===== config.mk =====
export PLATFORM = sky130hd
export DESIGN_NAME = tdvs_csr
export DESIGN_NICKNAME = d
export VERILOG_FILES = /design/src/hw/rtl/tdvs_pkg.sv /design/src/hw/rtl/tdvs_csr.sv
export SDC_FILE = /design/constraint.sdc
export NUM_CORES = 1
export LEC_CHECK = 0
export ABC_AREA = 1
export BUFFER_PORTS_ARGS = -buffer_cell sky130_fd_sc_hd__clkbuf_2
export CORE_UTILIZATION = 28
export CTS_CLUSTER_SIZE = 24
export DETAILED_ROUTE_END_ITERATION = 16
export PLACE_DENSITY = 0.81
export SLEW_MARGIN = 30
export SYNTH_ARGS = -nofsm -noshare
export SYNTH_HDL_FRONTEND = slang
export SYNTH_SLANG_ARGS = --single-unit
export TNS_END_PERCENT = 100

===== constraint.sdc =====
create_clock -name clock -period 0.8 [get_ports clock]
set_input_delay 0.08 -clock clock [delete_from_list [all_inputs] [get_ports clock]]
set_output_delay 0.08 -clock clock [all_outputs]
set_load 0.005 [all_outputs]

===== src/hw/rtl/tdvs_pkg.sv =====
// Package for the tile dihedral view store: field widths, codes, the
// orientation type and the transform composition function.
// No dependencies; compiled first.
package tdvs_pkg;

   // Default sizes handed to the top level
   localparam int SIDE_MAX_DEF  = 64;
   localparam int CELL_BITS_DEF = 32;

   // Fixed field widths
   localparam int KIND_W    = 2;
   localparam int INDEX_W   = 6;
   localparam int VALUE_W   = 32;
   localparam int OP_W      = 3;
   localparam int TURNS_W   = 2;
   localparam int SIDE_W    = 7;
   localparam int ROT_STEPS = 3;

   // CSR port
   localparam int CSR_DATA_W = 32;
   localparam int CSR_ADDR_W = 3;
   localparam int CSR_IDX_W  = CSR_ADDR_W - 2;
   localparam logic [CSR_IDX_W-1:0] REG_SIDE_IN_USE = CSR_IDX_W'(0);
   localparam logic [SIDE_W-1:0]    SIDE_RESET      = SIDE_W'(2);

   // Transaction kinds
   typedef enum logic [KIND_W-1:0] {
      KIND_WRITE = 2'd0,
      KIND_READ  = 2'd1,
      KIND_XFORM = 2'd2,
      KIND_NOP   = 2'd3
   } kind_type;

   // Transform operations
   typedef enum logic [OP_W-1:0] {
      OP_FLIP_ROWS      = 3'd0,
      OP_FLIP_COLS      = 3'd1,
      OP_TRANSPOSE      = 3'd2,
      OP_ANTI_TRANSPOSE = 3'd3,
      OP_ROTATE         = 3'd4
   } xform_op_type;

   // View orientation in D4: flips, then swap of axes
   typedef struct packed {
      logic swap;
      logic flip_r;
      logic flip_c;
   } orient_type;

   localparam orient_type ORIENT_IDENTITY = '{swap: 1'b0, flip_r: 1'b0, flip_c: 1'b0};

   // Command presented by stage 1 to the view map
   typedef struct packed {
      logic               fire;
      logic [KIND_W-1:0]  kind;
      logic [INDEX_W-1:0] row;
      logic [INDEX_W-1:0] col;
      logic [OP_W-1:0]    op;
      logic [TURNS_W-1:0] turns;
   } view_cmd_type;

   // Compose one transform into the orientation
   function automatic orient_type apply_xform(orient_type o, logic [OP_W-1:0] op,
                                              logic [TURNS_W-1:0] turns);
      orient_type r;
      r = o;
      case (op)
         OP_FLIP_ROWS:      r.flip_r = !o.flip_r;
         OP_FLIP_COLS:      r.flip_c = !o.flip_c;
         OP_TRANSPOSE:      r = '{swap: !o.swap, flip_r: o.flip_c, flip_c: o.flip_r};
         OP_ANTI_TRANSPOSE: r = '{swap: !o.swap, flip_r: !o.flip_c, flip_c: !o.flip_r};
         OP_ROTATE: begin
            // one clockwise quarter turn = flip rows, then transpose
            for (int i = 0; i < ROT_STEPS; i++) begin
               if (i < int'(turns)) begin
                  r = '{swap: !r.swap, flip_r: r.flip_c, flip_c: !r.flip_r};
               end
            end
         end
         default: r = o;
      endcase
      return r;
   endfunction

endpackage


===== src/hw/rtl/tdvs_csr.sv =====
// APB-style configuration register block: holds side_in_use.
// Depends on tdvs_pkg.
module tdvs_csr (
   input  logic                              clock,
   input  logic                              reset,
   input  logic                              csr_psel,
   input  logic                              csr_penable,
   input  logic                              csr_pwrite,
   input  logic [tdvs_pkg::CSR_ADDR_W-1:0]   csr_paddr,
   input  logic [tdvs_pkg::CSR_DATA_W-1:0]   csr_pwdata,
   output logic [tdvs_pkg::CSR_DATA_W-1:0]   csr_prdata,
   output logic                              csr_pready,
   output logic [tdvs_pkg::SIDE_W-1:0]       side_in_use
);
   import tdvs_pkg::*;

   logic [SIDE_W-1:0]    side_ff;
   logic [SIDE_W-1:0]    side_in;
   logic [CSR_IDX_W-1:0] reg_idx;
   logic                 wr_en;

   assign reg_idx = csr_paddr[CSR_ADDR_W-1:2];
   assign wr_en   = csr_psel && csr_penable && csr_pwrite && csr_pready;

   // Register write
   always_comb begin
      side_in = side_ff;
      if (wr_en && (reg_idx == REG_SIDE_IN_USE)) begin
         side_in = csr_pwdata[SIDE_W-1:0];
      end
   end

   always_ff @(posedge clock) begin
      if (reset) begin
         side_ff <= SIDE_RESET;
      end else begin
         side_ff <= side_in;
      end
   end

   // Read back, zero-wait
   assign csr_prdata  = (reg_idx == REG_SIDE_IN_USE) ? CSR_DATA_W'(side_ff) : '0;
   assign csr_pready  = 1'b1;
   assign side_in_use = side_ff;

endmodule


==> results.json <==
{
  "status": "finished with violations",
  "violations": "negative setup slack",
  "htreeDepth": 1,
  "clock-root-buffer": "clkbuf_4",
  "layout-drive-gt1-share": 0.4016,
  "ios": 80,
  "cap_violations": 0,
  "netlist_area_um2": 605.6,
  "final_nets": 163,
  "hold_viol_final": 0,
  "holdWs_ns": 0.04713,
  "yosys.area.top_type": "buf_4",
  "dp_hpwl_um": 857.6,
  "fin_ws_ns": -0.09509,
  "ys_warn_count": 0,
  "power_frac_seq": 0.432,
  "wl_per_cell_um": 6.805,
  "min-delay-start": "csr_pwdata[1]",
  "whs_endpoint": "side_in_use[1]",
  "power.density_cell_area_nw_per_um2": 1194,
  "dieHeight_um": 48.51,
  "grt_util_met2": 0.1502,
  "finClkSkew_ns": 0,
  "syn_avg_cell_area_um2": 6.655,
  "initial_core_util": 0.3025,
  "place_area_um2": 668.1,
  "syn_to_final_growth_pct": 20.04,
  "met3_usage": 0.04088,
  "grt_usage": 0.09536,
  "synth-seq-cells": 7,
  "largest_reg_flops": 7,
  "clk_pin_slew_worst_paths_ns": 0.05,
  "p_sw_mw": 0.2394,
  "fin_crit_ns": 0.8951,
  "numPortBuffers": 26,
  "die_w_um": 48.51,
  "crit_type": "reg -> out",
  "whs_path_depth": 3,
  "clockBufferDepth": 2,
  "min_period_over_period": 1.119,
  "grt_remaining_overflow": 0,
  "antenna_found_initial": 0,
  "nFillCells": 232,
  "antenna_left": 0,
  "cts_made_buffers": 3,
  "synth_top_area_share": 0.3223,
  "clk_latency_ns": 0.24,
  "p_int_mw": 0.6283,
  "fmax_mhz": 1117,
  "most-common-layout-cells": "26 x conb_1, 18 x nor2_1, 18 x clkbuf_2, 13 x inv_1",
  "post-route-util": 0.3631,
  "drc": 0,
  "fin_tns_setup_ns": -0.6239,
  "rows": 16,
  "arrival_ns": 0.82,
  "gp_congestion": 0.7664,
  "grt_max_degree": 8,
  "drt_wl_total_um": 1014,
  "required_ns": 0.72,
  "use_met1": 0.1058,
  "place_worst_setup_slack_ns": 0.08033,
  "multi_input_area_um2": 286.5,
  "drtIter0Drc": 11,
  "power_leakage_nw": 0.4539,
  "final_common_cell": "conb_1",
  "n_antenna_cell": 0,
  "clkSinkCount": 7,
  "rrSetupSlack_ns": 0.11,
  "crit-reg2reg-launch": "side_in_use[1]",
  "dp_cells": 143,
  "via_per_inst": 3.570,
  "startpoint": "side_in_use[3]",
  "grt_pass1_wl_um": 1656,
  "drv_slew": 0,
  "postSynthCellCount": 91,
  "swShare": 0.2759,
  "rsz0062_at_grt": "true",
  "hp-class": "in -> reg",
  "cp-start-kind": "register",
  "yosysUniqueCellTypes": 15,
  "busiest_layer": "met2",
  "end_kind": "primary output",
  "netlist_top_cells_area": "buf_4 32%, dfxtp_1 23%, nor2_1 12%",
  "finish.instance_area_um2": 726.9,
  "die_area_um2": 2353,
  "grt_pass1_vias": 400,
  "r2r_end": "side_in_use[1]",
  "setup_viol_count_final": 8,
  "yosysSeqAreaShare": 0.2314,
  "pwr-share-comb": 0.211,
  "clkPwrFrac": 0.357,
  "coreArea_um2": 2002,
  "vias": 532,
  "cp_max_fo": 3,
  "firstDrtPassIters": 5,
  "r2r_cells": 3,
  "irDropWorstVdd_mv": 0.6235,
  "power_mw": 0.8678,
  "regArea_um2": 148.9,
  "finalNonFillerCells": 149,
  "cts_tree": "done"
}
-- critical path, stage by stage, from the launching register on --
cell	delay [ns]
dfxtp_2	0.35
inv_1	0.04
nor2_1	0.07
buf_2	0.11
-- power groups by stage --
stage | clock network (mW) | registers, mW | logic, mW
global placement | 0 | 0.378 | 0.173
detailed placement | 0 | 0.379 | 0.174
finish | 0.310 | 0.375 | 0.183
floorplan | 0 | 0.378 | 0.201
global route | 0.350 | 0.376 | 0.210
CTS | 0.325 | 0.374 | 0.176
-- worst max-delay path by stage --
| stage | cells past startpoint | slack [ns] | end |
|---|---|---|---|
| finish | 3 | -0.1 | csr_prdata[3] |
| global route | 3 | -0.17 | csr_prdata[0] |
| CTS | 3 | -0.12 | csr_prdata[1] |
| detailed placement | 6 | 0.08 | side_in_use[2] |
| global placement | 5 | 0.08 | side_in_use[0] |
| floorplan | 6 | 0.19 | side_in_use[0] |
-- synth_stat cells --
cell type  instances
buf_4             26
buf_6              1
clkinv_2           1
conb_1             2
dfxtp_1            7
inv_1             15
inv_2              1
nand2_1            7
nand2_2            1
nand2_4            1
nand3_1            7
nor2_1            19
nor2_4             1
nor2_8             1
o21ai_1            1
-- final cells by class --
class,instances,share of cell area
clock buffer,4,0.03614
inverter,17,0.08950
multi-input combinational,64,0.3941
sequential,7,0.2048
tap,27,0.04647
timing repair buffer,30,0.2289
-- per-layer routing --
layer / share of wire / up-vias
met4: 0 / 0
met1: 0.38 / 223
met2: 0.52 / 33
met5: 0 / -
li1: - / 276
met3: 0.10 / 0
-- cells by family (layout without fill, tap and decap cells) --
logic type / after synthesis / in the layout / synth area share
buffers and inverters: 44 / 51 / 0.4483
other: 2 / 26 / 0.01240
AO/OA/AOI/OAI: 1 / 1 / 0.008257
AND/OR/NAND/NOR: 37 / 37 / 0.2996
flip-flops: 7 / 7 / 0.2314
-- timing repair --
item	CTS	global route
gates resized for setup	8	10
setup endpoints to repair	14	13
hold buffers	0	0
gates cloned	0	0
pin swaps	1	2
setup buffers	0	2
Note: power is estimated with default switching activity, not from simulation.
