===== src/hw/rtl/tdvs_pkg.sv =====
// Package for the tile dihedral view store: field widths, codes, the
// orientation type and the transform composition function.
// No dependencies; compiled first.
package tdvs_pkg;

   // Default sizes handed to the top level
   localparam int SIDE_MAX_DEF  = 64;
   localparam int CELL_BITS_DEF = 32;

   // Fixed field widths
   localparam int KIND_W    = 2;
   localparam int INDEX_W   = 6;
   localparam int VALUE_W   = 32;
   localparam int OP_W      = 3;
   localparam int TURNS_W   = 2;
   localparam int SIDE_W    = 7;
   localparam int ROT_STEPS = 3;

   // CSR port
   localparam int CSR_DATA_W = 32;
   localparam int CSR_ADDR_W = 3;
   localparam int CSR_IDX_W  = CSR_ADDR_W - 2;
   localparam logic [CSR_IDX_W-1:0] REG_SIDE_IN_USE = CSR_IDX_W'(0);
   localparam logic [SIDE_W-1:0]    SIDE_RESET      = SIDE_W'(2);

   // Transaction kinds
   typedef enum logic [KIND_W-1:0] {
      KIND_WRITE = 2'd0,
      KIND_READ  = 2'd1,
      KIND_XFORM = 2'd2,
      KIND_NOP   = 2'd3
   } kind_type;

   // Transform operations
   typedef enum logic [OP_W-1:0] {
      OP_FLIP_ROWS      = 3'd0,
      OP_FLIP_COLS      = 3'd1,
      OP_TRANSPOSE      = 3'd2,
      OP_ANTI_TRANSPOSE = 3'd3,
      OP_ROTATE         = 3'd4
   } xform_op_type;

   // View orientation in D4: flips, then swap of axes
   typedef struct packed {
      logic swap;
      logic flip_r;
      logic flip_c;
   } orient_type;

   localparam orient_type ORIENT_IDENTITY = '{swap: 1'b0, flip_r: 1'b0, flip_c: 1'b0};

   // Command presented by stage 1 to the view map
   typedef struct packed {
      logic               fire;
      logic [KIND_W-1:0]  kind;
      logic [INDEX_W-1:0] row;
      logic [INDEX_W-1:0] col;
      logic [OP_W-1:0]    op;
      logic [TURNS_W-1:0] turns;
   } view_cmd_type;

   // Compose one transform into the orientation
   function automatic orient_type apply_xform(orient_type o, logic [OP_W-1:0] op,
                                              logic [TURNS_W-1:0] turns);
      orient_type r;
      r = o;
      case (op)
         OP_FLIP_ROWS:      r.flip_r = !o.flip_r;
         OP_FLIP_COLS:      r.flip_c = !o.flip_c;
         OP_TRANSPOSE:      r = '{swap: !o.swap, flip_r: o.flip_c, flip_c: o.flip_r};
         OP_ANTI_TRANSPOSE: r = '{swap: !o.swap, flip_r: !o.flip_c, flip_c: !o.flip_r};
         OP_ROTATE: begin
            // one clockwise quarter turn = flip rows, then transpose
            for (int i = 0; i < ROT_STEPS; i++) begin
               if (i < int'(turns)) begin
                  r = '{swap: !r.swap, flip_r: r.flip_c, flip_c: !r.flip_r};
               end
            end
         end
         default: r = o;
      endcase
      return r;
   endfunction

endpackage


===== src/hw/rtl/tdvs_view_map.sv =====
// Orientation register and view-to-storage address remap.
// Depends on tdvs_pkg.
module tdvs_view_map #(
   parameter  int SIDE_MAX = tdvs_pkg::SIDE_MAX_DEF,
   localparam int ADDR_W   = $clog2(SIDE_MAX * SIDE_MAX)
) (
   input  logic                          clock,
   input  logic                          reset,
   input  logic [tdvs_pkg::SIDE_W-1:0]   side_in_use,
   input  tdvs_pkg::view_cmd_type        cmd,
   output logic                          index_error,
   output logic [ADDR_W-1:0]             addr
);
   import tdvs_pkg::*;

   localparam int CW = (SIDE_MAX > 1) ? $clog2(SIDE_MAX) : 1;
   localparam int EW = (CW + 1 > SIDE_W) ? CW + 1 : SIDE_W;

   orient_type    orient_ff;
   orient_type    orient_in;
   logic          xform_fire;
   logic [EW-1:0] side_eff;
   logic [EW-1:0] row_e;
   logic [EW-1:0] col_e;
   logic [EW-1:0] row_f;
   logic [EW-1:0] col_f;
   logic [EW-1:0] phys_r;
   logic [EW-1:0] phys_c;

   // Orientation update on a transform transaction
   assign xform_fire = cmd.fire && (cmd.kind == KIND_XFORM);

   always_comb begin
      orient_in = orient_ff;
      if (xform_fire) begin
         orient_in = apply_xform(orient_ff, cmd.op, cmd.turns);
      end
   end

   always_ff @(posedge clock) begin
      if (reset) begin
         orient_ff <= ORIENT_IDENTITY;
      end else begin
         orient_ff <= orient_in;
      end
   end

   // Clamp side to 1..SIDE_MAX
   always_comb begin
      if (side_in_use == '0) begin
         side_eff = EW'(1);
      end else if (EW'(side_in_use) > EW'(SIDE_MAX)) begin
         side_eff = EW'(SIDE_MAX);
      end else begin
         side_eff = EW'(side_in_use);
      end
   end

   // Bounds check and remap: flips first, then optional axis swap
   assign row_e       = EW'(cmd.row);
   assign col_e       = EW'(cmd.col);
   assign index_error = (row_e >= side_eff) || (col_e >= side_eff);
   assign row_f       = orient_ff.flip_r ? (side_eff - EW'(1) - row_e) : row_e;
   assign col_f       = orient_ff.flip_c ? (side_eff - EW'(1) - col_e) : col_e;
   assign phys_r      = orient_ff.swap ? col_f : row_f;
   assign phys_c      = orient_ff.swap ? row_f : col_f;
   assign addr        = ADDR_W'(phys_r[CW-1:0]) * ADDR_W'(SIDE_MAX) + ADDR_W'(phys_c[CW-1:0]);

   // Orientation only moves on a transform
   a_orient_hold: assert property (@(posedge clock) disable iff (reset)
      !xform_fire |=> $stable(orient_ff))
      else $error("orientation changed without a transform");

endmodule


===== config.mk =====
export PLATFORM = sky130hd
export DESIGN_NAME = tdvs_view_map
export DESIGN_NICKNAME = d
export VERILOG_FILES = /design/src/hw/rtl/tdvs_pkg.sv /design/src/hw/rtl/tdvs_view_map.sv
export SDC_FILE = /design/constraint.sdc
export NUM_CORES = 1
export LEC_CHECK = 0
export ABC_AREA = 1
export BUFFER_PORTS_ARGS = -buffer_cell sky130_fd_sc_hd__buf_2
export CORE_UTILIZATION = 54
export CTS_BUF_LIST = sky130_fd_sc_hd__clkbuf_4
export CTS_CLUSTER_DIAMETER = 30
export DETAILED_ROUTE_END_ITERATION = 8
export MAX_ROUTING_LAYER = met4
export PLACE_DENSITY = 0.9
export SLEW_MARGIN = 20
export SYNTH_ARGS = -nofsm -noshare
export SYNTH_HDL_FRONTEND = slang
export SYNTH_SLANG_ARGS = --single-unit

===== constraint.sdc =====
create_clock -name clock -period 4.3 [get_ports clock]
set_input_delay 1.075 -clock clock [delete_from_list [all_inputs] [get_ports clock]]
set_output_delay 1.075 -clock clock [all_outputs]
set_load 0.1 [all_outputs]

==> impl_metrics.xml, run 1 <==
<?xml version="1.0" encoding="UTF-8"?>
<metrics>
  <group name="status">
    <metric name="status" unit="">stopped before the end</metric>
    <metric name="failed_stage" unit="">global routing (5_1_grt)</metric>
    <metric name="tool.error" unit="">[ERROR DPL-0038] Utilization greater than 100%, impossible to legalize</metric>
  </group>
  <group name="placement">
    <metric name="dpl.hpwl" unit="um">3612</metric>
    <metric name="dp_worst_setup_slack" unit="ns">-0.2935</metric>
    <metric name="buffer_ports.inserted" unit="">41</metric>
    <metric name="gp_congestion" unit="">0.8470</metric>
  </group>
  <group name="sta">
    <metric name="timing.worst_endpoint.kind" unit="">top-level output</metric>
    <metric name="grt_worst_setup_endpoint" unit="">addr[11]</metric>
  </group>
  <group name="yosys">
    <metric name="synth.net_count" unit="">291</metric>
    <metric name="synth.top_cell.area_share" unit="%">19.90</metric>
    <metric name="synth_largest_area_cell" unit="">ha_1</metric>
    <metric name="seq_area_frac_synth" unit="%">4.152</metric>
    <metric name="netlist_top_cells_area" unit="">ha_1 (20%), nand2_1 (15%), inv_1 (10%), o21ai_0 (6.2%), dfxtp_1 (4.2%)</metric>
    <metric name="yosys_warnings" unit="">0</metric>
    <metric name="post_synthesis_cell_count" unit="">237</metric>
    <metric name="post_synth_edffs" unit="">0</metric>
    <metric name="netlist_area" unit="mm2">0.001446</metric>
    <metric name="postSynth.asyncResetShare" unit="%">0</metric>
    <metric name="synth.distinct_cells" unit="">39</metric>
    <metric name="synth_ff_type" unit="">dfxtp_1</metric>
    <metric name="synthesized_area_per_cell" unit="um2">6.103</metric>
    <metric name="ys_ff_latch" unit="">3</metric>
  </group>
  <group name="global_routing">
    <metric name="pin_count_of_the_biggest_net_entering_global_routing" unit="">15</metric>
  </group>
  <group name="cts">
    <metric name="clockRootBuffer" unit="">clkbuf_4</metric>
    <metric name="htree_levels" unit="">1</metric>
    <metric name="cts_sinks" unit="">3</metric>
    <metric name="number_of_buffers_created_by_cts" unit="">3</metric>
    <metric name="clk_path_buf_depth" unit="">2</metric>
  </group>
  <group name="floorplanning">
    <metric name="die_y" unit="um">53.76</metric>
    <metric name="ioPinCount" unit="">42</metric>
    <metric name="horizontal_die_dimension" unit="um">53.76</metric>
    <metric name="initial_utilization" unit="%">57.86</metric>
    <metric name="placement_rows" unit="">18</metric>
  </group>
</metrics>
==> logic make-up after synthesis <==
kind of cell             after synthesis  share of synthesized area, %
AND/OR/NAND/NOR                      100                         31.75
AO/OA/AOI/OAI                         56                         23.19
buffers and inverters                 48                         15.23
adder cells (fa/ha/maj)               25                         22.66
XOR/XNOR                               5                         3.028
flip-flops                             3                         4.152
==> through the flow <==
stage,TNS (ns),instances,cell area [um2]
floorplan,-2.724,237,1554
global placement,-0.8226,331,2118
detailed placement,-1.530,331,2118
CTS,-0.4425,338,2350
==> repair_timing <==
action                                  in CTS
buffers inserted                             3
endpoints found under the hold margin        0
endpoints found under the setup margin      10
pin swaps                                    6
hold buffers                                 0
resized for setup                           31
==> cells in the mapped netlist, types with 2 or more instances <==
master	n
inv_4	2
or2_1	2
ha_1	23
nand2_1	57
o21ai_2	2
a2bb2oi_1	2
nor2_4	2
dfxtp_1	3
a41oi_1	3
nand3_1	11
nor2_1	14
nand3b_1	3
a21oi_1	10
xor2_1	4
o211ai_1	2
o21ai_1	8
o21a_1	2
nand3_2	2
fa_1	2
nand2_2	2
o21ai_0	18
nand4_1	4
a31oi_1	3
inv_2	2
clkbuf_8	2
inv_1	39
==> run 2, diff against run 1 <==
- CORE_UTILIZATION: 54 -> 40
- CTS_BUF_LIST: sky130_fd_sc_hd__clkbuf_4 -> default
- CTS_CLUSTER_DIAMETER: 30 -> default
- MAX_ROUTING_LAYER: met4 -> default
- PLACE_DENSITY: 0.9 -> default
- PLACE_DENSITY_LB_ADDON: default -> 0.15
==> run 2 against run 1 <==
  * The flow now finishes, with violations (setup timing)
  * Synthesized area unchanged
  * Synthesized cell count unchanged
==> impl_metrics.xml, run 2 <==
<?xml version="1.0" encoding="UTF-8"?>
<metrics>
  <group name="global_routing">
    <metric name="via_count_of_the_first_global_routing_pass" unit="">1630</metric>
    <metric name="pin_count_of_the_biggest_net_entering_global_routing" unit="">15</metric>
    <metric name="global_route.overflow_total" unit="">0</metric>
    <metric name="grt_pass1_wl" unit="um">6706</metric>
    <metric name="antenna_violations_before_repair" unit="">0</metric>
    <metric name="grt_usage" unit="%">20.52</metric>
  </group>
  <group name="floorplanning">
    <metric name="ioPinCount" unit="">42</metric>
    <metric name="initial_utilization" unit="%">42.67</metric>
    <metric name="core_area" unit="mm2">0.003390</metric>
    <metric name="placement_rows" unit="">21</metric>
    <metric name="die_y" unit="um">62.13</metric>
    <metric name="fp.dieArea" unit="mm2">0.003860</metric>
    <metric name="horizontal_die_dimension" unit="um">62.13</metric>
  </group>
  <group name="placement">
    <metric name="dpl.hpwl" unit="um">3241</metric>
    <metric name="placed_area" unit="mm2">0.002131</metric>
    <metric name="gp_congestion" unit="">0.8009</metric>
    <metric name="buffer_ports.inserted" unit="">41</metric>
    <metric name="dp_worst_setup_slack" unit="ns">-0.3192</metric>
    <metric name="placed_cells_incl_taps" unit="">348</metric>
  </group>
  <group name="drt">
    <metric name="number_of_design_rule_violations_left_by_the_first_detailed_router_iteration" unit="">68</metric>
    <metric name="routed_wirelength" unit="um">3992</metric>
    <metric name="post-route-drc-count" unit="">0</metric>
    <metric name="antenna_left" unit="">0</metric>
    <metric name="routedWlPerCell" unit="um">11.34</metric>
    <metric name="via_per_inst" unit="">5.040</metric>
    <metric name="firstDrtPassIters" unit="">4</metric>
    <metric name="route.vias.total" unit="">1774</metric>
  </group>
  <group name="power">
    <metric name="share_clk_of_total_power" unit="%">10.0</metric>
    <metric name="power_leakage" unit="nW">1.146</metric>
    <metric name="sw_frac_of_total" unit="%">52.86</metric>
    <metric name="power_internal" unit="W">0.0002281</metric>
    <metric name="ir_worst_vdd" unit="mV">0.07412</metric>
    <metric name="sequential_group_share_of_total_power" unit="%">6.6</metric>
    <metric name="switchingPower" unit="W">0.0002558</metric>
    <metric name="combinationalPowerShare" unit="%">83.5</metric>
    <metric name="power_density" unit="mW/mm2">202.9</metric>
  </group>
  <group name="finish">
    <metric name="max_ffs_per_register" unit="">3</metric>
    <metric name="final_layout_size_suffix_gt1_share" unit="%">42.16</metric>
    <metric name="final_common_cell" unit="">nand2_1</metric>
    <metric name="top_register" unit="">orient_ff</metric>
    <metric name="top_regs" unit="">orient_ff x3</metric>
    <metric name="fin_util" unit="%">70.36</metric>
    <metric name="insertedDiodeCount" unit="">0</metric>
    <metric name="layout.cells.non_filler" unit="">352</metric>
    <metric name="final_net_count" unit="">361</metric>
    <metric name="area.growth.synth_to_final" unit="%">64.88</metric>
    <metric name="finalInstanceArea" unit="mm2">0.002385</metric>
    <metric name="layout_common_cells" unit="">nand2_1 (46), inv_1 (37), buf_4 (28)</metric>
  </group>
  <group name="yosys">
    <metric name="synth.net_count" unit="">291</metric>
    <metric name="yosysMostFrequentCell" unit="">nand2_1</metric>
    <metric name="ys_ff_latch" unit="">3</metric>
    <metric name="netlist_area" unit="mm2">0.001446</metric>
    <metric name="synth_largest_area_cell" unit="">ha_1</metric>
    <metric name="synth.distinct_cells" unit="">39</metric>
    <metric name="post_synth_edffs" unit="">0</metric>
    <metric name="post_synthesis_cell_count" unit="">237</metric>
    <metric name="synth.top_cell.area_share" unit="%">19.90</metric>
    <metric name="synthesized_area_per_cell" unit="um2">6.103</metric>
    <metric name="postSynth.asyncResetShare" unit="%">0</metric>
    <metric name="seq_area_frac_synth" unit="%">4.152</metric>
    <metric name="synth_ff_type" unit="">dfxtp_1</metric>
    <metric name="netlist_top_cells_area" unit="">ha_1 (20%), nand2_1 (15%), inv_1 (10%), o21ai_0 (6.2%), dfxtp_1 (4.2%)</metric>
    <metric name="list_of_most_frequent_post_synthesis_cells" unit="">nand2_1 (57), inv_1 (39), ha_1 (23)</metric>
    <metric name="yosys_warnings" unit="">0</metric>
  </group>
  <group name="sta">
    <metric name="min_period_over_period" unit="%">104.1</metric>
    <metric name="maxSlewViolCount" unit="">0</metric>
    <metric name="setup_viol_count_final" unit="">5</metric>
    <metric name="max_slew.worst_pin.slew" unit="ns">0.6070</metric>
    <metric name="setup_slack" unit="ns">-0.1759</metric>
    <metric name="grt_setup_unrepaired" unit="">yes</metric>
    <metric name="hold_violations" unit="">0</metric>
    <metric name="period_needed" unit="ns">4.476</metric>
    <metric name="finClkSkew" unit="ns">0.002162</metric>
    <metric name="setup-tns-final" unit="ns">-0.6033</metric>
    <metric name="maximum_achievable_frequency" unit="MHz">223.4</metric>
    <metric name="slew_headroom" unit="%">59.49</metric>
  </group>
  <group name="critical_path">
    <metric name="timing.critical_path.cells" unit="">buf_8, nor2_4, nand2_2, o21ai_2, nand2_2, ha_4, inv_4, buf_6, ha_4, nand4_1, o211ai_1, nand3b_1, nand4_1, nand2_2, nand2_2, nand2_4, buf_12</metric>
    <metric name="cpMaxStageDelayCell" unit="">ha_4</metric>
    <metric name="crit_arrival" unit="ns">3.40</metric>
    <metric name="critical_path_class" unit="">in2out</metric>
    <metric name="crit_fanout" unit="">3</metric>
    <metric name="worst_setup_path_start_kind" unit="">input port</metric>
    <metric name="cp-end-kind" unit="">output pin</metric>
    <metric name="critical_path.max_stage_delay" unit="ns">0.29</metric>
    <metric name="timing.critical_path.required" unit="ns">3.22</metric>
    <metric name="critical_path.most_common_cell" unit="">nand2_2</metric>
  </group>
  <group name="cts">
    <metric name="post_cts.repair.setup_buffers" unit="">0</metric>
    <metric name="cts_hold_buffers" unit="">0</metric>
    <metric name="clockRootBuffer" unit="">clkbuf_4</metric>
    <metric name="cts_sinks" unit="">3</metric>
    <metric name="htree_levels" unit="">1</metric>
    <metric name="cts_tree" unit="">yes</metric>
    <metric name="number_of_buffers_created_by_cts" unit="">3</metric>
    <metric name="clock_pin_slew_worst_setup_and_hold_paths" unit="ns">0.04</metric>
    <metric name="clkLatencyLatePin" unit="ns">0.23</metric>
    <metric name="clk_path_buf_depth" unit="">2</metric>
  </group>
  <group name="status">
    <metric name="violations_in_the_final_reports" unit="">setup timing</metric>
    <metric name="status" unit="">finished, violations left</metric>
  </group>
  <group name="worst_hold_path">
    <metric name="min-delay-path-class" unit="">reg2reg</metric>
  </group>
  <group name="job">
    <metric name="drv_cap" unit="">0</metric>
  </group>
</metrics>
[run 2: cell families after synthesis]
family          Yosys count  share of synthesized area (%)
flops                     3                          4.152
fa+ha+maj                25                          22.66
xor+xnor                  5                          3.028
buf+inv                  48                          15.23
compound gates           56                          23.19
simple gates            100                          31.75
[run 2: worst max-delay path: cells and delay by family]
family          cells  cell delay, ns
compound gates      2            0.42
fa+ha+maj           2            0.54
buf+inv             4            0.42
simple gates        9            0.94
[run 2: power groups by stage]
stage	Combinational, W	Sequential (W)	Clock [W]
after floorplan	0.000242	0.0000301	0
after global placement	0.000355	0.0000321	0
after detailed placement	0.000360	0.0000321	0
after CTS	0.000380	0.0000316	0.0000486
after global routing	0.000437	0.0000320	0.0000517
final	0.000404	0.0000317	0.0000483
[run 2: routing by layer]
| layer | share of wire, % | vias to the layer above | track usage [%] |
|---|---|---|---|
| met3 | 2.7 | 0 | 0.7353 |
| met5 | 0 | - | 0 |
| li1 | - | 929 | - |
| met2 | 51 | 33 | 37.36 |
| met4 | 0 | 0 | 2.326 |
| met1 | 46 | 812 | 27.40 |
[run 2: final timing paths]
check	startpoint	endpoint	slack [ns]	cells after the start
hold / removal	orient_ff[0]$_SDFFE_PP0P_	orient_ff[0]$_SDFFE_PP0P_	0.75	2
hold reg to reg	orient_ff[0]$_SDFFE_PP0P_	orient_ff[0]$_SDFFE_PP0P_	0.75	2
setup reg to reg	orient_ff[1]$_SDFFE_PP0P_	orient_ff[1]$_SDFFE_PP0P_	2.70	5
setup / recovery	side_in_use[1]	addr[11]	-0.18	17
[run 2: metrics by stage]
step                 power, W  hold slack [ns]
floorplan           0.0002726           0.6417
global placement    0.0003869           0.6913
CTS                 0.0004601           0.7013
finish              0.0004838           0.7519
global route        0.0005206           0.8089
detailed placement  0.0003918           0.6929
[run 2: timing repair]
action / 4_1_cts / 5_1_grt
pin swaps: 20 / 13
endpoints found under the hold margin: 0 / 0
gates cloned: 0 / 0
endpoints found under the setup margin: 10 / 8
gates resized for setup: 26 / 20
[run 2: layout make-up]
| cell class | count | area [um2] |
|---|---|---|
| clock buffers | 4 | 26.28 |
| fillers | 289 | 1005 |
| inverters | 43 | 168.9 |
| multi-input cells | 186 | 1466 |
| flip-flops and latches | 3 | 60.06 |
| well taps | 46 | 57.56 |
| repair buffers | 70 | 605.6 |
(Power assumes the default switching activity.)
==> run 3, diff against run 2 <==
- SKIP_LAST_GASP: default -> 1
==> run 3 against run 2 <==
  * Sequential cell count unchanged
  * The flow still finishes with violations (setup timing)
  * Utilization shrank 0.26 points
  * Critical path depth unchanged
  * Via count fell by 0.11%
  * Clock skew decreased by 0.0019 ns
  * Non-clock buffer count unchanged
  * Clock power about the same
  * Routed wire length is 1.0% lower
  * First-iteration DRC count increased by 1.5%
  * Register-to-register slack about the same
  * Power fell by 0.41%
  * Cell count stayed put
==> impl_metrics.xml, run 3 (synthesized netlist as in run 2, its figures left out) <==
<?xml version="1.0" encoding="UTF-8"?>
<metrics>
  <group name="status">
    <metric name="status" unit="">finished, violations left</metric>
    <metric name="violations_in_the_final_reports" unit="">setup timing</metric>
  </group>
  <group name="finish">
    <metric name="insertedDiodeCount" unit="">0</metric>
    <metric name="max_ffs_per_register" unit="">3</metric>
    <metric name="top_regs" unit="">orient_ff x3</metric>
    <metric name="final_layout_size_suffix_gt1_share" unit="%">41.50</metric>
    <metric name="final_net_count" unit="">361</metric>
    <metric name="final_common_cell" unit="">nand2_1</metric>
    <metric name="layout_common_cells" unit="">nand2_1 (46), inv_1 (37), buf_4 (28)</metric>
    <metric name="top_register" unit="">orient_ff</metric>
    <metric name="layout.cells.non_filler" unit="">352</metric>
    <metric name="fill_cell_instance_count_of_the_final_layout" unit="">292</metric>
    <metric name="area.growth.synth_to_final" unit="%">64.27</metric>
  </group>
  <group name="placement">
    <metric name="placed_cells_incl_taps" unit="">348</metric>
    <metric name="gp_congestion" unit="">0.8009</metric>
    <metric name="buffer_ports.inserted" unit="">41</metric>
    <metric name="dpl.hpwl" unit="um">3241</metric>
  </group>
  <group name="drt">
    <metric name="post-route-drc-count" unit="">0</metric>
    <metric name="antenna_left" unit="">0</metric>
    <metric name="firstDrtPassIters" unit="">4</metric>
    <metric name="routedWlPerCell" unit="um">11.23</metric>
    <metric name="number_of_design_rule_violations_left_by_the_first_detailed_router_iteration" unit="">69</metric>
    <metric name="route.vias.total" unit="">1772</metric>
    <metric name="via_per_inst" unit="">5.034</metric>
    <metric name="routed_wirelength" unit="um">3952</metric>
  </group>
  <group name="floorplanning">
    <metric name="ioPinCount" unit="">42</metric>
    <metric name="fp.dieArea" unit="mm2">0.003860</metric>
    <metric name="horizontal_die_dimension" unit="um">62.13</metric>
    <metric name="core_area" unit="mm2">0.003390</metric>
    <metric name="die_y" unit="um">62.13</metric>
    <metric name="initial_utilization" unit="%">42.67</metric>
    <metric name="placement_rows" unit="">21</metric>
  </group>
  <group name="global_routing">
    <metric name="grt_pass1_wl" unit="um">6706</metric>
    <metric name="global_route.overflow_total" unit="">0</metric>
    <metric name="antenna_violations_before_repair" unit="">0</metric>
    <metric name="via_count_of_the_first_global_routing_pass" unit="">1630</metric>
    <metric name="pin_count_of_the_biggest_net_entering_global_routing" unit="">15</metric>
    <metric name="grt_usage" unit="%">20.52</metric>
  </group>
  <group name="sta">
    <metric name="maxSlewViolCount" unit="">0</metric>
    <metric name="setup_slack" unit="ns">-0.1688</metric>
    <metric name="period_needed" unit="ns">4.469</metric>
    <metric name="setup_viol_count_final" unit="">5</metric>
    <metric name="max_slew.worst_pin.slew" unit="ns">0.6055</metric>
    <metric name="hold_violations" unit="">0</metric>
    <metric name="setup-tns-final" unit="ns">-0.5738</metric>
    <metric name="min_period_over_period" unit="%">103.9</metric>
    <metric name="grt_setup_unrepaired" unit="">yes</metric>
    <metric name="slew_headroom" unit="%">59.59</metric>
    <metric name="maximum_achievable_frequency" unit="MHz">223.8</metric>
    <metric name="finClkSkew" unit="ns">0.0002122</metric>
  </group>
  <group name="cts">
    <metric name="cts_tree" unit="">yes</metric>
    <metric name="clk_path_buf_depth" unit="">2</metric>
    <metric name="clock_pin_slew_worst_setup_and_hold_paths" unit="ns">0.04</metric>
    <metric name="cts_sinks" unit="">3</metric>
    <metric name="clockRootBuffer" unit="">clkbuf_4</metric>
    <metric name="number_of_buffers_created_by_cts" unit="">3</metric>
    <metric name="htree_levels" unit="">1</metric>
    <metric name="clkLatencyLatePin" unit="ns">0.22</metric>
    <metric name="cts_hold_buffers" unit="">0</metric>
  </group>
  <group name="critical_path">
    <metric name="crit_arrival" unit="ns">3.39</metric>
    <metric name="cpMaxStageDelayCell" unit="">ha_4</metric>
    <metric name="setup.worst_path.start" unit="">side_in_use[1]</metric>
    <metric name="timing.critical_path.buf_inv" unit="">4</metric>
    <metric name="critical_path.max_stage_delay" unit="ns">0.29</metric>
    <metric name="worst_setup_path_start_kind" unit="">input port</metric>
    <metric name="cell_family_with_the_largest_share_of_critical_path_delay" unit="">simple AND/OR/NAND/NOR gates</metric>
    <metric name="timing.reg2reg.worst_path_depth" unit="">5</metric>
    <metric name="critical_path.most_common_cell" unit="">nand2_2</metric>
    <metric name="timing.critical_path.depth" unit="">17</metric>
    <metric name="critical_path_class" unit="">in2out</metric>
    <metric name="reg2reg_setup_slack" unit="ns">2.70</metric>
    <metric name="cp-end-kind" unit="">output pin</metric>
    <metric name="crit_fanout" unit="">3</metric>
    <metric name="timing.critical_path.cells" unit="">buf_8, nor2_4, nand2_2, o21ai_2, nand2_2, ha_4, inv_4, buf_6, ha_4, nand4_1, o211ai_1, nand3b_1, nand4_1, nand2_2, nand2_2, nand2_4, buf_12</metric>
    <metric name="timing.critical_path.required" unit="ns">3.22</metric>
    <metric name="crit-reg2reg-launch" unit="">orient_ff[1]$_SDFFE_PP0P_</metric>
  </group>
  <group name="worst_hold_path">
    <metric name="min-delay-path-class" unit="">reg2reg</metric>
    <metric name="min_from" unit="">orient_ff[0]$_SDFFE_PP0P_</metric>
    <metric name="holdPathStages" unit="">2</metric>
  </group>
  <group name="power">
    <metric name="ir_worst_vdd" unit="mV">0.07412</metric>
    <metric name="power_leakage" unit="nW">1.147</metric>
    <metric name="power_density" unit="mW/mm2">202.8</metric>
    <metric name="totalPowerFinal" unit="W">0.0004819</metric>
  </group>
  <group name="job">
    <metric name="drv_cap" unit="">0</metric>
  </group>
</metrics>
==> run 3: cell counts in the layout (fill, tap and decap cells not counted) <==
Identical to the previous run, type by type.
==> run 3: timing repair <==
action / CTS / global route
pin swaps: 20 / 12
resized for setup: 26 / 18
buffers inserted: 0 / 0
setup endpoints to repair: 10 / 8
==> run 3: worst paths after layout <==
path                                             endpoint
worst max-delay path                             addr[11]
worst min-delay path            orient_ff[0]$_SDFFE_PP0P_
worst max register to register  orient_ff[1]$_SDFFE_PP0P_
worst min register to register  orient_ff[0]$_SDFFE_PP0P_
==> run 3: layer usage <==
layer | wire length [um] | global-route usage (%)
met5 | 0 | 0
met3 | 131 | 0.7353
met4 | 0 | 2.326
met1 | 1822 | 27.40
met2 | 1998 | 37.36
==> run 3: worst reg2reg max path: cells and delay by family (launching register included) <==
family                 cells  cell delay, ns
DFF                        1            0.62
AOI/OAI and AO/OA          4            0.55
buffers and inverters      1            0.28
==> run 3: stage by stage <==
stage | hold WS (ns) | util (%) | setup slack, ns | instance area [um2]
finish | 0.7458 | 70.10 | -0.1688 | 2376
global route | 0.8089 | 70.10 | -0.3168 | 2376
CTS | 0.7013 | 67.44 | -0.1817 | 2286
detailed placement | 0.6929 | 62.86 | -0.3192 | 2131
global placement | 0.6913 | 62.86 | -0.2992 | 2131
floorplan | 0.6417 | - | -0.7463 | 1554
==> run 3: area by class of cell <==
type / instances / area [um2] / share of cell area, %
multi-input combinational: 186 / 1458 / 61.35
timing repair buffer: 70 / 605.6 / 25.49
inverter: 43 / 168.9 / 7.109
sequential: 3 / 60.06 / 2.528
tap: 46 / 57.56 / 2.422
clock buffer: 4 / 26.28 / 1.106
==> run 3: power by group <==
| group | internal (W) | switching (W) |
|---|---|---|
| Clock | 0.0000347 | 0.0000139 |
| Combinational | 0.000163 | 0.000238 |
| Sequential | 0.0000290 | 0.00000273 |
| Total | 0.000227 | 0.000255 |
==> run 4, diff against run 3 <==
- PLACE_DENSITY: default -> 0.68
- PLACE_DENSITY_LB_ADDON: 0.15 -> default
==> run 4 against run 3 <==
  * The run still ends with setup timing left
  * Global-route usage grew 3.5 points
  * Cell area grew 2.5%
  * Routed wire length grew 8.8%
  * Sequential cell count is the same
  * Clock skew hardly changed
  * Critical endpoint unchanged
  * Largest power group unchanged
==> impl_metrics.xml, run 4 (synthesized netlist as in run 2, its figures left out) <==
<?xml version="1.0" encoding="UTF-8"?>
<metrics>
  <group name="placement">
    <metric name="gp_congestion" unit="">0.8279</metric>
    <metric name="dp_worst_setup_slack" unit="ns">-0.3169</metric>
    <metric name="buffer_ports.inserted" unit="">41</metric>
    <metric name="dpl.hpwl" unit="um">3388</metric>
    <metric name="placed_area" unit="mm2">0.002138</metric>
  </group>
  <group name="cts">
    <metric name="clockRootBuffer" unit="">clkbuf_4</metric>
    <metric name="clk_path_buf_depth" unit="">2</metric>
    <metric name="cts_sinks" unit="">3</metric>
    <metric name="htree_levels" unit="">1</metric>
    <metric name="clkLatencyLatePin" unit="ns">0.23</metric>
    <metric name="cts_hold_buffers" unit="">0</metric>
    <metric name="clock_pin_slew_worst_setup_and_hold_paths" unit="ns">0.04</metric>
    <metric name="number_of_buffers_created_by_cts" unit="">3</metric>
    <metric name="cts_tree" unit="">yes</metric>
  </group>
  <group name="drt">
    <metric name="routedWlPerCell" unit="um">12.14</metric>
    <metric name="post-route-drc-count" unit="">0</metric>
    <metric name="firstDrtPassIters" unit="">4</metric>
    <metric name="route.vias.total" unit="">1842</metric>
    <metric name="number_of_design_rule_violations_left_by_the_first_detailed_router_iteration" unit="">75</metric>
    <metric name="routed_wirelength" unit="um">4299</metric>
    <metric name="antenna_left" unit="">0</metric>
    <metric name="via_per_inst" unit="">5.203</metric>
  </group>
  <group name="worst_hold_path">
    <metric name="whs_endpoint" unit="">orient_ff[0]$_SDFFE_PP0P_</metric>
    <metric name="holdPathStages" unit="">2</metric>
    <metric name="min-delay-path-class" unit="">reg2reg</metric>
    <metric name="min_from" unit="">orient_ff[0]$_SDFFE_PP0P_</metric>
  </group>
  <group name="finish">
    <metric name="top_regs" unit="">orient_ff x3</metric>
    <metric name="final_net_count" unit="">363</metric>
    <metric name="insertedDiodeCount" unit="">0</metric>
    <metric name="max_ffs_per_register" unit="">3</metric>
    <metric name="final_layout_size_suffix_gt1_share" unit="%">42.86</metric>
    <metric name="layout_common_cells" unit="">nand2_1 (47), inv_1 (36), buf_4 (30)</metric>
    <metric name="finalInstanceArea" unit="mm2">0.002435</metric>
    <metric name="top_register" unit="">orient_ff</metric>
    <metric name="fill_cell_instance_count_of_the_final_layout" unit="">246</metric>
    <metric name="area.growth.synth_to_final" unit="%">68.34</metric>
    <metric name="final_common_cell" unit="">nand2_1</metric>
  </group>
  <group name="global_routing">
    <metric name="antenna_violations_before_repair" unit="">0</metric>
    <metric name="global_route.overflow_total" unit="">0</metric>
    <metric name="busiest_layer" unit="">met2</metric>
    <metric name="grt_usage" unit="%">24.04</metric>
    <metric name="global_routing_usage_on_met2" unit="%">46.43</metric>
    <metric name="use_met3" unit="%">1.838</metric>
    <metric name="via_count_of_the_first_global_routing_pass" unit="">1833</metric>
    <metric name="pin_count_of_the_biggest_net_entering_global_routing" unit="">15</metric>
    <metric name="met1_layer_usage_reported_by_global_route" unit="%">28.32</metric>
    <metric name="grt_pass1_wl" unit="um">7803</metric>
  </group>
  <group name="critical_path">
    <metric name="timing.reg2reg.worst_path_depth" unit="">5</metric>
    <metric name="cp-end-kind" unit="">output pin</metric>
    <metric name="critical_path_class" unit="">in2out</metric>
    <metric name="reg2reg_setup_slack" unit="ns">2.61</metric>
    <metric name="crit_fanout" unit="">3</metric>
    <metric name="reg2reg_to" unit="">orient_ff[1]$_SDFFE_PP0P_</metric>
    <metric name="worst_setup_path_start_kind" unit="">input port</metric>
    <metric name="timing.critical_path.required" unit="ns">3.22</metric>
    <metric name="crit_arrival" unit="ns">3.42</metric>
    <metric name="crit-reg2reg-launch" unit="">orient_ff[1]$_SDFFE_PP0P_</metric>
  </group>
  <group name="sta">
    <metric name="maxSlewViolCount" unit="">0</metric>
    <metric name="setup_slack" unit="ns">-0.1930</metric>
    <metric name="finClkSkew" unit="ns">0.0004418</metric>
    <metric name="period_needed" unit="ns">4.493</metric>
    <metric name="setup-tns-final" unit="ns">-0.7072</metric>
    <metric name="fin_worst_hold_slack" unit="ns">0.7396</metric>
    <metric name="max_slew.worst_pin.slew" unit="ns">0.6003</metric>
    <metric name="hold_violations" unit="">0</metric>
    <metric name="maximum_achievable_frequency" unit="MHz">222.6</metric>
    <metric name="grt_setup_unrepaired" unit="">yes</metric>
    <metric name="min_period_over_period" unit="%">104.5</metric>
    <metric name="setup_viol_count_final" unit="">7</metric>
    <metric name="slew_headroom" unit="%">59.94</metric>
  </group>
  <group name="job">
    <metric name="drv_cap" unit="">0</metric>
  </group>
  <group name="power">
    <metric name="power_internal" unit="W">0.0002344</metric>
    <metric name="ir_worst_vdd" unit="mV">0.08029</metric>
    <metric name="combinationalPowerShare" unit="%">83.5</metric>
    <metric name="share_clk_of_total_power" unit="%">10.1</metric>
    <metric name="sw_frac_of_total" unit="%">52.81</metric>
    <metric name="power_leakage" unit="nW">1.160</metric>
    <metric name="sequential_group_share_of_total_power" unit="%">6.4</metric>
    <metric name="power_density" unit="mW/mm2">204.0</metric>
    <metric name="switchingPower" unit="W">0.0002623</metric>
  </group>
  <group name="floorplanning">
    <metric name="core_area" unit="mm2">0.003390</metric>
    <metric name="fp.dieArea" unit="mm2">0.003860</metric>
    <metric name="horizontal_die_dimension" unit="um">62.13</metric>
    <metric name="placement_rows" unit="">21</metric>
    <metric name="initial_utilization" unit="%">42.67</metric>
    <metric name="ioPinCount" unit="">42</metric>
    <metric name="die_y" unit="um">62.13</metric>
  </group>
  <group name="status">
    <metric name="violations_in_the_final_reports" unit="">setup timing</metric>
    <metric name="status" unit="">finished, violations left</metric>
  </group>
</metrics>
-- run 4: metal layers --
| metal | up-vias | wire length, um |
|---|---|---|
| met5 | - | 0 |
| met4 | 0 | 89 |
| met3 | 10 | 225 |
| met2 | 72 | 2141 |
| met1 | 830 | 1843 |
| li1 | 930 | - |
-- run 4: metrics by stage --
step / instances / total power, W / utilization, %
finish: 354 / 0.0004967 / 71.83
detailed placement: 349 / 0.0003952 / 63.09
CTS: 353 / 0.0004844 / 70.43
global placement: 349 / 0.0003885 / 63.09
floorplan: 237 / 0.0002726 / -
global route: 354 / 0.0005360 / 71.83
-- run 4: final cells by class --
type,instances,area [um2],share of cell area [%]
flip-flops and latches,3,60.06,2.467
repair buffers,72,626.9,25.75
inverters,43,168.9,6.937
clock buffers,4,26.28,1.079
well taps,46,57.56,2.364
multi-input cells,186,1495,61.41
-- run 4: how the worst max path moves through the flow --
stage,slack (ns),from,to,cells after the start
after CTS,-0.17,side_in_use[1],addr[11],18
after floorplan,-0.75,side_in_use[6],addr[0],9
final,-0.19,side_in_use[2],addr[11],18
after global placement,-0.28,side_in_use[2],addr[11],18
after detailed placement,-0.32,side_in_use[2],addr[11],18
after global routing,-0.37,side_in_use[2],addr[11],18
-- run 4: power groups by stage --
stage | Clock, W | Sequential (W) | Combinational (W)
global route | 0.0000549 | 0.0000321 | 0.000449
detailed placement | 0 | 0.0000321 | 0.000363
floorplan | 0 | 0.0000301 | 0.000242
CTS | 0.0000516 | 0.0000319 | 0.000401
global placement | 0 | 0.0000320 | 0.000356
finish | 0.0000500 | 0.0000320 | 0.000415
-- run 4: critical path, stage by stage --
cell      delay (ns)
buf_6           0.10
nor2_4          0.10
nand2_2         0.07
o21ai_2         0.14
nand2_2         0.11
ha_4            0.29
inv_4           0.03
buf_6           0.12
ha_4            0.26
nand4_1         0.09
o211ai_1        0.26
nand3_1         0.15
nand3_1         0.11
nand2_1         0.07
nand2_2         0.08
nand2_2         0.07
nand2_4         0.10
buf_12          0.17
-- run 4: what timing repair did --
action	in CTS	in global routing
gates cloned	0	0
endpoints found under the setup margin	10	10
buffers inserted	0	1
gates resized for setup	38	12
pin swaps	29	25
